<file path="src/sv/mrdf_pkg.sv">
// ----------------------------------------------------------------------------
// mrdf_pkg
// Types and codes shared by the mesh receive dedup/forward block.
// ----------------------------------------------------------------------------
`default_nettype none

package mrdf_pkg;

  localparam int PairW = 32;

  // packet type codes
  localparam logic [1:0] PKT_BEACON = 2'd0;
  localparam logic [1:0] PKT_ACK    = 2'd1;
  localparam logic [1:0] PKT_SENSOR = 2'd2;

  // node role codes
  localparam logic [1:0] ROLE_ROOT   = 2'd0;
  localparam logic [1:0] ROLE_ROUTER = 2'd1;
  localparam logic [1:0] ROLE_LEAF   = 2'd2;

  // disposition codes
  localparam logic [2:0] DISP_IGNORED  = 3'd0;
  localparam logic [2:0] DISP_BEACON   = 3'd1;
  localparam logic [2:0] DISP_ACK_REC  = 3'd2;
  localparam logic [2:0] DISP_DUP      = 3'd3;
  localparam logic [2:0] DISP_DELIVER  = 3'd4;
  localparam logic [2:0] DISP_FORWARD  = 3'd5;
  localparam logic [2:0] DISP_TTL_EXP  = 3'd6;
  localparam logic [2:0] DISP_LEAF_IGN = 3'd7;

  typedef struct packed {
    logic [1:0]  pkt_type;
    logic [15:0] origin_id;
    logic [15:0] seq_num;
    logic [7:0]  hop_ttl;
    logic [47:0] sender_mac;
  } in_item_t;

  typedef struct packed {
    logic [2:0]  disposition;
    logic        ack_req;
    logic [47:0] ack_dest_mac;
    logic [15:0] ack_seq;
    logic [7:0]  forward_ttl;
    logic [15:0] last_acked_seq;
  } out_item_t;

  typedef struct packed {
    logic             start;
    logic [PairW-1:0] pair;
  } dedup_req_t;

  typedef struct packed {
    logic done;
    logic hit;
  } dedup_rsp_t;

endpackage

`default_nettype wire

</file>
<file path="src/sv/mrdf_ram.sv">
// ----------------------------------------------------------------------------
// mrdf_ram
// Simple dual-port RAM, one write and one registered read port.
// ----------------------------------------------------------------------------
`default_nettype none

module mrdf_ram #(
  parameter int WIDTH = 32,
  parameter int DEPTH = 16,
  parameter int AW    = (DEPTH > 1) ? $clog2(DEPTH) : 1
) (
  input  wire logic                  clk,
  input  wire logic                  we,
  input  wire logic [AW-1:0]         waddr,
  input  wire logic [WIDTH-1:0]      wdata,
  input  wire logic                  re,
  input  wire logic [AW-1:0]         raddr,
  output logic      [WIDTH-1:0]      rdata
);

  logic [WIDTH-1:0] mem [DEPTH];

  always_ff @(posedge clk) begin
    if (we) begin
      mem[waddr] <= wdata;
    end
    if (re) begin
      rdata <= mem[raddr];
    end
  end

endmodule

`default_nettype wire

</file>
<file path="src/sv/mrdf_dedup.sv">
// ----------------------------------------------------------------------------
// mrdf_dedup
// Scans the recent-pair history RAM for a match and inserts on a miss.
// ----------------------------------------------------------------------------
`default_nettype none

module mrdf_dedup
  import mrdf_pkg::*;
#(
  parameter int HISTORY_DEPTH = 16
) (
  input  wire logic       clk,
  input  wire logic       rst_n,
  input  wire dedup_req_t req,
  output dedup_rsp_t      rsp
);

  localparam int IW = (HISTORY_DEPTH > 1) ? $clog2(HISTORY_DEPTH) : 1;
  localparam logic [IW-1:0] LAST_IDX = IW'(HISTORY_DEPTH - 1);

  typedef enum logic {
    ST_IDLE,
    ST_SCAN
  } state_t;

  state_t                   state_r;
  logic [PairW-1:0]         pair_r;
  logic [IW-1:0]            issue_idx_r;
  logic                     issue_last_r;
  logic                     cmp_vld_r;
  logic [IW-1:0]            cmp_idx_r;
  logic [IW-1:0]            ptr_r;
  logic [HISTORY_DEPTH-1:0] valid_r;
  logic                     done_r;
  logic                     hit_r;

  logic             rd_en;
  logic [PairW-1:0] rd_data;
  logic             hit_now;
  logic             wr_en;

  assign rd_en = (state_r == ST_SCAN) && !issue_last_r;

  // an entry never written holds the cleared pair of zeros
  assign hit_now = valid_r[cmp_idx_r] ? (rd_data == pair_r) : (pair_r == '0);

  assign wr_en = (state_r == ST_SCAN) && cmp_vld_r && !hit_now && (cmp_idx_r == LAST_IDX);

  mrdf_ram #(
    .WIDTH (PairW),
    .DEPTH (HISTORY_DEPTH)
  ) u_hist (
    .clk   (clk),
    .we    (wr_en),
    .waddr (ptr_r),
    .wdata (pair_r),
    .re    (rd_en),
    .raddr (issue_idx_r),
    .rdata (rd_data)
  );

  always_ff @(posedge clk) begin
    if (!rst_n) begin
      state_r      <= ST_IDLE;
      issue_idx_r  <= '0;
      issue_last_r <= 1'b0;
      cmp_vld_r    <= 1'b0;
      cmp_idx_r    <= '0;
      ptr_r        <= '0;
      valid_r      <= '0;
      done_r       <= 1'b0;
      hit_r        <= 1'b0;
    end else begin
      unique case (state_r)
        ST_IDLE: begin
          done_r <= 1'b0;
          if (req.start) begin
            pair_r       <= req.pair;
            issue_idx_r  <= '0;
            issue_last_r <= 1'b0;
            cmp_vld_r    <= 1'b0;
            state_r      <= ST_SCAN;
          end
        end
        ST_SCAN: begin
          // advance the read side one entry per cycle
          cmp_vld_r <= rd_en;
          cmp_idx_r <= issue_idx_r;
          done_r    <= cmp_vld_r && (hit_now || (cmp_idx_r == LAST_IDX));
          if (rd_en) begin
            if (issue_idx_r == LAST_IDX) begin
              issue_last_r <= 1'b1;
            end else begin
              issue_idx_r <= issue_idx_r + 1'b1;
            end
          end
          // compare side, working on the entry read in the previous cycle
          if (cmp_vld_r) begin
            if (hit_now) begin
              hit_r   <= 1'b1;
              state_r <= ST_IDLE;
            end else if (cmp_idx_r == LAST_IDX) begin
              valid_r[ptr_r] <= 1'b1;
              ptr_r   <= (ptr_r == LAST_IDX) ? '0 : ptr_r + 1'b1;
              hit_r   <= 1'b0;
              state_r <= ST_IDLE;
            end
          end
        end
        default: begin
          done_r  <= 1'b0;
          state_r <= ST_IDLE;
        end
      endcase
    end
  end

  assign rsp.done = done_r;
  assign rsp.hit  = hit_r;

endmodule

`default_nettype wire

</file>
<file path="src/sv/mesh_rx_dedup_forward.sv">
// ----------------------------------------------------------------------------
// mesh_rx_dedup_forward
// Receive-side handling of one mesh packet with duplicate suppression.
// ----------------------------------------------------------------------------
// Beacon, ACK and other packets give their result strobe in the cycle after
// they are taken; busy stays low for them. A sensor packet raises busy and
// walks the history RAM one entry per cycle (registered read, compare in the
// cycle after each read), then writes a missed pair at the ring pointer; a
// hit ends the walk at the matching entry. Each result is on out_item for
// exactly one cycle with out_strobe, and must be taken then; the receiver has
// no way to hold it. Write cfg_wdata with cfg_we only while no sensor packet
// is in flight.
`default_nettype none

module mesh_rx_dedup_forward
  import mrdf_pkg::*;
#(
  parameter int HISTORY_DEPTH = 16
) (
  input  wire logic       clk,
  input  wire logic       rst_n,
  input  wire logic       start,
  output logic            busy,
  input  wire in_item_t   in_item,
  output logic            out_strobe,
  output out_item_t       out_item,
  input  wire logic       cfg_we,
  input  wire logic [1:0] cfg_wdata
);

  logic        busy_r;
  logic [1:0]  role_r;
  logic [15:0] acked_r;
  in_item_t    item_r;
  logic        strobe_r;
  out_item_t   out_r;

  logic       accept;
  dedup_req_t dreq;
  dedup_rsp_t drsp;
  logic       strobe_nxt;
  out_item_t  out_nxt;

  assign accept     = start && !busy_r;
  assign dreq.start = accept && (in_item.pkt_type == PKT_SENSOR);
  assign dreq.pair  = {in_item.origin_id, in_item.seq_num};

  assign strobe_nxt = (accept && (in_item.pkt_type != PKT_SENSOR)) || (busy_r && drsp.done);

  mrdf_dedup #(
    .HISTORY_DEPTH (HISTORY_DEPTH)
  ) u_dedup (
    .clk   (clk),
    .rst_n (rst_n),
    .req   (dreq),
    .rsp   (drsp)
  );

  always_comb begin
    out_nxt                = '0;
    out_nxt.last_acked_seq = acked_r;
    if (busy_r) begin
      out_nxt.ack_req      = 1'b1;
      out_nxt.ack_dest_mac = item_r.sender_mac;
      out_nxt.ack_seq      = item_r.seq_num;
      priority if (drsp.hit) begin
        out_nxt.disposition = DISP_DUP;
      end else if (role_r == ROLE_ROOT) begin
        out_nxt.disposition = DISP_DELIVER;
      end else if (role_r == ROLE_ROUTER) begin
        if (item_r.hop_ttl <= 8'd1) begin
          out_nxt.disposition = DISP_TTL_EXP;
        end else begin
          out_nxt.disposition = DISP_FORWARD;
          out_nxt.forward_ttl = item_r.hop_ttl - 8'd1;
        end
      end else begin
        // unused role code behaves as leaf
        out_nxt.disposition = DISP_LEAF_IGN;
      end
    end else begin
      unique case (in_item.pkt_type)
        PKT_BEACON: begin
          out_nxt.disposition = DISP_BEACON;
        end
        PKT_ACK: begin
          out_nxt.disposition    = DISP_ACK_REC;
          out_nxt.last_acked_seq = in_item.seq_num;
        end
        default: begin
          out_nxt.disposition = DISP_IGNORED;
        end
      endcase
    end
  end

  always_ff @(posedge clk) begin
    if (!rst_n) begin
      busy_r   <= 1'b0;
      role_r   <= ROLE_LEAF;
      acked_r  <= '0;
      strobe_r <= 1'b0;
    end else begin
      strobe_r <= strobe_nxt;
      if (cfg_we) begin
        role_r <= cfg_wdata;
      end
      if (accept) begin
        item_r <= in_item;
        if (in_item.pkt_type == PKT_ACK) begin
          acked_r <= in_item.seq_num;
        end
        if (in_item.pkt_type == PKT_SENSOR) begin
          busy_r <= 1'b1;
        end
      end else if (busy_r && drsp.done) begin
        busy_r <= 1'b0;
      end
      if (strobe_nxt) begin
        out_r <= out_nxt;
      end
    end
  end

  assign busy       = busy_r;
  assign out_strobe = strobe_r;
  assign out_item   = out_r;

endmodule

`default_nettype wire
</file>
<file path="config.mk">
export PLATFORM = sky130hd
export DESIGN_NAME = mesh_rx_dedup_forward
export DESIGN_NICKNAME = d
export VERILOG_FILES = /design/src/sv/mrdf_pkg.sv /design/src/sv/mrdf_ram.sv /design/src/sv/mrdf_dedup.sv /design/src/sv/mesh_rx_dedup_forward.sv
export SDC_FILE = /design/constraint.sdc
export NUM_CORES = 1
export LEC_CHECK = 0
export BUFFER_PORTS_ARGS = -buffer_cell sky130_fd_sc_hd__buf_2
export CAP_MARGIN = 20
export CORE_ASPECT_RATIO = 1.4
export CORE_MARGIN = 10
export CORE_UTILIZATION = 35
export DETAILED_ROUTE_END_ITERATION = 10
export GPL_TIMING_DRIVEN = 0
export HOLD_SLACK_MARGIN = 0.05
export PLACE_DENSITY = 0.52
export SLEW_MARGIN = 0
export SYNTH_ARGS = -nofsm -noshare
export SYNTH_HDL_FRONTEND = slang
export SYNTH_SLANG_ARGS = --single-unit
</file>
<file path="constraint.sdc">
create_clock -name clk -period 5.1 [get_ports clk]
set_input_delay 0.51 -clock clk [delete_from_list [all_inputs] [get_ports clk]]
set_output_delay 0.51 -clock clk [all_outputs]
set_load 0.02 [all_outputs]
</file>
* After elaboration in Yosys (flattened, before gate mapping) *
Memory sizes are Yosys's and may differ from the RTL's. A register that Yosys moved wholly into a read port is not among the register bits.
Index checks and enable logic that the tools add are counted.

storage, ports and cells
  flip-flop bits (word level) = 249
  memories kept = 1
  bits in writable memories = 512
  input port bits = 96

memory list
  name                words  bits a word  read ports  clocked after memory_dff  wr ports  line            text
  u_dedup.u_hist.mem  16     32           1           1                         1         mrdf_ram.sv:21  logic [WIDTH-1:0] mem [DEPTH];

cells by class
  equal/unequal tests = 13
  $lt $le $gt $ge = 4
  reductions and logical operators = 29
  add/sub/neg operators = 3
  mux-type cells = 41
  bitwise gates (word level) = 5

operator list
  kind                   number
  $mux W73               1
  $eq A32 B32 Y1         1
  $logic_not A32 Y1      1
  $mux W16               2
  $mux W8                4
  $mux W1                17
  $mux W4                4
  $or A16 B16 Y16        1
  $eq A4 B4 Y1 const B   3
  $reduce_and A3 Y1      4
  $logic_and A1 B1 Y1    10
  $lt A4 B5 Y1 const B   2
  $ne A2 B2 Y1 const B   5
  $mux W3                3
  $add A4 B1 Y4 const B  2
  $le A8 B1 Y1 const B   1
  $pmux W1 S2            4
  $pmux W4 S2            1
  $sub A8 B1 Y8 const B  1
  $reduce_and A2 Y1      3
  $reduce_or A5 Y1       1
  $bmux W1 S4            1
  $demux W1 S4           1
  $eq A2 B1 Y1 const B   2
  other kinds (11)       20

* Longest topological paths before layout *
  word-level depth = 8
  mapped depth = 8

* By module *
A second synthesis with hierarchy kept.

second synthesis, totals
  cell total of the unflattened synthesis = 1,460
  area total of the unflattened synthesis = 29,702.2 um2

modules (own cells, without submodules)
  module                 instances  sequential area each (um2)  area an instance (um2)  cells each
  mrdf_ram               1          16,335.7                    20,155.6                838
  mesh_rx_dedup_forward  1          5,325.1                     6,648.9                 390
  mrdf_dedup             1          1,621.6                     2,897.8                 232

* Worst setup path after synthesis *
Ideal clock, no wire load.

  kind = input-to-reg
  from = input port rst_n
  to = register out_r, in the netlist out_item[0] (enable)
  stages on the path = 4
  slack = -483 ps
  data arrival time = 5,040 ps
  setup time = 543 ps
  required time = 4,557 ps
  cell sequence = clkbuf_1 -> clkinv_1 -> clkbuf_1 -> nor2_1

between the ends
  longest elaborated chain between the ends = 1

ends and longest elaborated chain
  what                                line                          text
  from (decl)                         mesh_rx_dedup_forward.sv:21   input wire logic rst_n,
  $reduce_and A2 Y1 (no source line)  --
  to (signal assigned)                mesh_rx_dedup_forward.sv:120  out_r <= out_nxt;
  to (decl)                           mesh_rx_dedup_forward.sv:36   out_item_t out_r;

No other way between the ends.
A chain may end at the register's enable or synchronous reset.

* Worst setup path after layout *
  from = register u_dedup.pair_r[22]
  to = memory u_dedup.u_hist.mem[7][12] (enable)

between the ends
  longest elaborated chain between the ends = 7
  elaborated cells between the ends (all ways) = 8
  those cells by class = eq/ne: 1; mux: 3; reduce/logical: 4

ends and longest elaborated chain
  what                                                 line              text
  from (decl)                                          mrdf_dedup.sv:27  logic [PairW-1:0] pair_r;
  from (signal assigned)                               mrdf_dedup.sv:78  pair_r <= req.pair;
  $eq A32 B32 Y1 or $logic_not A32 Y1 (tied branches)  mrdf_dedup.sv:45  assign hit_now = valid_r[cmp_idx_r] ? (rd_data == pair_r) : (pair_r == '0);
  $mux W1 *                                            mrdf_dedup.sv:45
  $logic_not A1 Y1 *                                   mrdf_dedup.sv:47  assign wr_en = (state_r == ST_SCAN) && cmp_vld_r && !hit_now && (cmp_idx_r == LAST_IDX);
  $logic_and A1 B1 Y1 * (2 in series)                  mrdf_dedup.sv:47
  $mux W1 *                                            mrdf_ram.sv:24    if (we) begin
  $mux W1 (not written as such) *                      mrdf_ram.sv:25    mem[waddr] <= wdata;
  to (decl)                                            mrdf_ram.sv:21

Mark *: on every way between the ends. The rest lies on a longest branch, timed or not.

==> results.yml <==
outcome:
  status: "finished clean"
power:
  peakVddDrop_uv: 310
  pwr_density_cell_nw_per_um2: 366
  leakage_nw: 11.4
critical_path:
  crit_type: "reg2reg"
  required_ps: 5450
  rr_startpoint: "u_dedup.pair_r[22]$_DFFE_PP_"
  crit_slowest_cell: "nor4_1"
  r2r_end: "u_dedup.u_hist.mem[7][12]$_DFFE_PP_"
  critPathLaunchType: "register"
  critPathMaxStageDelay_ps: 1030
  rrSetupSlack_ps: 680
  worstPathCellList: "xnor2_1 -> nand4_1 -> nor4_1 -> a311o_1 -> clkbuf_1 -> nor2_4 -> buf_12"
  path_max_fanout: 18
  worstPathArrival_ps: 4760
  end_kind: "register"
  rr_worst_depth: 7
timing:
  max_slew_margin_pct: 20.0
  finalCritPeriodShare_pct: 86.6
  tightest_slew_ps: 1190
  rsz0062_at_grt: "no"
  fmax_ghz: 0.226
  clock_skew_ps: 18.8
  min_period_ps: 4420
  setup_viol: 0
  drv_slew: 0
  hold_viol: 0
final_layout:
  fin_nets: 1874
  drive_above_1_share_pct: 30.6
  fillCellCount: 7223
  multi_input_comb_area_sq_um: 6030
  stdcell_count: 2904
  area_delta_synth_final_pct: 22.0
  antenna_cells: 0
  final_util_pct: 43.2
  seqCellArea_sq_um: 23300
placement:
  place_inst: 2702
  dp_hpwl_um: 49800
  portBuffers: 188
  place_congestion: 0.739
route:
  final_antenna_net_count: 0
  wl_per_cell_um: 25.1
  finalWirelength_um: 72800
  avgViaCountPerCell: 4.98
  first_iter_violations: 1016
  vias: 14473
  drc: 0
  drt_pass1_iterations: 5
synthesis:
  ys_top_cells_by_area: "edfxtp_1 (75%), mux4_2 (13%), dfxtp_1 (3.6%), and2_1 (1.4%), xnor2_1 (1.1%)"
  yosys.area.top_type: "edfxtp_1"
  post-synth-top-area-fraction_pct: 75.5
  syn_area_per_cell_sq_um: 21.3
  yosysWarnings: 0
  ys_seq_area_share_pct: 79.1
  netlist_instances: 1379
  netlist_area_sq_um: 29400
  ys_types: 39
  yosys_register_bits: 793
  syn_nets: 1482
floorplanning:
  rows: 125
  coreArea_sq_um: 83200
  dieHeight_um: 363
  fp.dieArea_sq_um: 96300
  start_util_pct: 35.4
  io_pins: 190
  die_w_um: 265
clock_network:
  cts_max_level: 3
  clk-insertion-delay-late_ps: 620
  cts_inserted_buffers: 76
  ctsResizeCount: 0
  clk_path_buf_depth: 3
  cts.sinks: 793
  cts.root.buffer_cell: "clkbuf_16"
  clkTransAtPathRegs_ps: 70
  cts_tree: "yes"
global_route:
  grt_pass1_vias: 15940
  grt_use_total_pct: 15.2
  grt_remaining_overflow: 0
  grt_pass1_wl_um: 108000
  antenna_found_initial: 5
  grt_max_degree: 32
hold_path:
  holdCritStartpoint: "in_item[74]"
  min_to: "u_dedup.pair_r[18]$_DFFE_PP_"
  min_path_type: "in2reg"
  min_path_cells: 1
job:
  maxCapViolCount: 0
synth_stat cells (all sizes together):
| cell type | number |
|---|---|
| nand2 | 50 |
| nand3 | 11 |
| clkbuf | 40 |
| mux4 | 164 |
| nand3b | 1 |
| nor4b | 1 |
| a22o | 2 |
| ha | 7 |
| xnor2 | 38 |
| nand4 | 13 |
| a22oi | 1 |
| a2bb2oi | 1 |
| and2 | 67 |
| mux2i | 7 |
| a21boi | 1 |
| inv | 9 |
| nor4 | 13 |
| dfxtp | 53 |
| xor2 | 3 |
| nor3 | 8 |
| o21a | 14 |
| o21ai | 3 |
| or4 | 1 |
| or3 | 2 |
| nor2 | 45 |
| mux2 | 16 |
| o31ai | 2 |
| clkinv | 1 |
| a311o | 1 |
| buf | 20 |
| nor3b | 1 |
| nand2b | 6 |
| or2 | 3 |
| nor2b | 8 |
| a31oi | 1 |
| edfxtp | 740 |
| a21oi | 25 |
how the worst max path moves through the flow:
| stage | from | endpoint | slack, ps | cells past startpoint |
|---|---|---|---|---|
| floorplan | rst_n | item_r[0]$_DFFE_PP_ | 370 | 4 |
| global placement | u_dedup.cmp_idx_r[0]$_SDFFE_PN0P_ | u_dedup.u_hist.mem[9][12]$_DFFE_PP_ | -3250 | 7 |
| detailed placement | u_dedup.pair_r[22]$_DFFE_PP_ | u_dedup.valid_r[7]$_SDFFE_PN0P_ | 600 | 8 |
| CTS | u_dedup.pair_r[22]$_DFFE_PP_ | u_dedup.u_hist.mem[15][12]$_DFFE_PP_ | 580 | 7 |
| global route | u_dedup.pair_r[22]$_DFFE_PP_ | u_dedup.valid_r[7]$_SDFFE_PN0P_ | 560 | 8 |
| finish | u_dedup.pair_r[22]$_DFFE_PP_ | u_dedup.u_hist.mem[7][12]$_DFFE_PP_ | 680 | 7 |
power breakdown:
| group | switching [mW] | internal, mW | total, mW |
|---|---|---|---|
| clock | 2.38 | 3.24 | 5.62 |
| sequential | 0.0443 | 7.14 | 7.18 |
| combinational | 0.203 | 0.151 | 0.354 |
worst max-delay path: cells and delay by family (launching register included):
kind | cells | cell delay, ps
xor+xnor | 1 | 550
buf+inv | 2 | 910
flops | 1 | 650
simple gates | 3 | 1610
compound gates | 1 | 390
routing by layer:
layer	part of all wire, %	routed length, um	vias up	global-route usage [%]
li1	-	-	6347	-
met1	38	27600	7588	17.1
met2	53	38900	420	27.6
met3	6.5	4770	108	4.29
met4	2.1	1520	10	4.32
met5	0.063	46	-	0
state kept, by name, summed over array words and instances (netlist names), 2 cells and up:
signal	cells
u_dedup.u_hist.mem	512
out_item	92
item_r	72
u_dedup.pair_r	32
u_dedup.u_hist.rdata	32
acked_r	16
u_dedup.valid_r	16
u_dedup.cmp_idx_r	4
u_dedup.issue_idx_r	4
u_dedup.ptr_r	4
role_r	2
placed cells by master, fill, tap and decap left out, types with 7 or more instances in the layout:
master	synthesis	routed
buf_1	18	18
buf_6	0	26
nand2_1	50	50
mux2_2	16	16
buf_8	0	11
nor2_1	45	32
clkinv_1	1	8
nor2_4	0	13
edfxtp_1	740	740
a21oi_1	25	25
nand4_1	13	13
clkbuf_16	0	80
clkinv_2	0	9
dlygate4sd3_1	0	67
o21a_1	14	14
dfxtp_1	53	53
ha_1	7	7
mux2i_1	7	7
buf_12	0	16
and2_1	67	67
inv_1	9	9
nor2b_1	8	7
nand3_1	11	11
buf_2	2	190
xnor2_1	38	38
clkbuf_1	40	58
nor4_1	13	13
mux4_2	164	164
final cells by class:
type,instances,share of cell area (%)
inverter,10,0.104
timing repair buffer,314,7.11
sequential,793,64.8
multi-input combinational,516,16.8
clock buffer,103,5.95
tap,1079,3.76
clock inverter,29,0.853
buffer,60,0.634
cells by family (layout without fill, tap and decap cells):
logic type / Yosys count / after routing / share of synthesized area (%)
compound gates: 51 / 51 / 1.08
xor+xnor: 41 / 41 / 1.22
mux: 187 / 187 / 13.4
fa+ha+maj: 7 / 7 / 0.297
buf+inv: 70 / 516 / 0.901
simple gates: 230 / 230 / 4.02
flops: 793 / 793 / 79.1
through the flow:
stage	setup WS, ps	hold WS, ps	power [mW]	cell area (sq um)	TNS, ps
3_5_place_dp	603	452	7.64	32800	0
6_report	682	81.0	13.2	35900	0
2_1_floorplan	373	420	7.47	29400	0
5_1_grt	561	58.0	13.6	35900	0
4_1_cts	580	50.8	13.3	35900	0
3_3_place_gp	-3250	439	7.63	31700	-1111670
what timing repair did:
action	in CTS	in global routing
hold buffers	67	0
setup buffers	0	0
endpoints found under the hold margin	67	0
(Power assumes the default switching activity.)
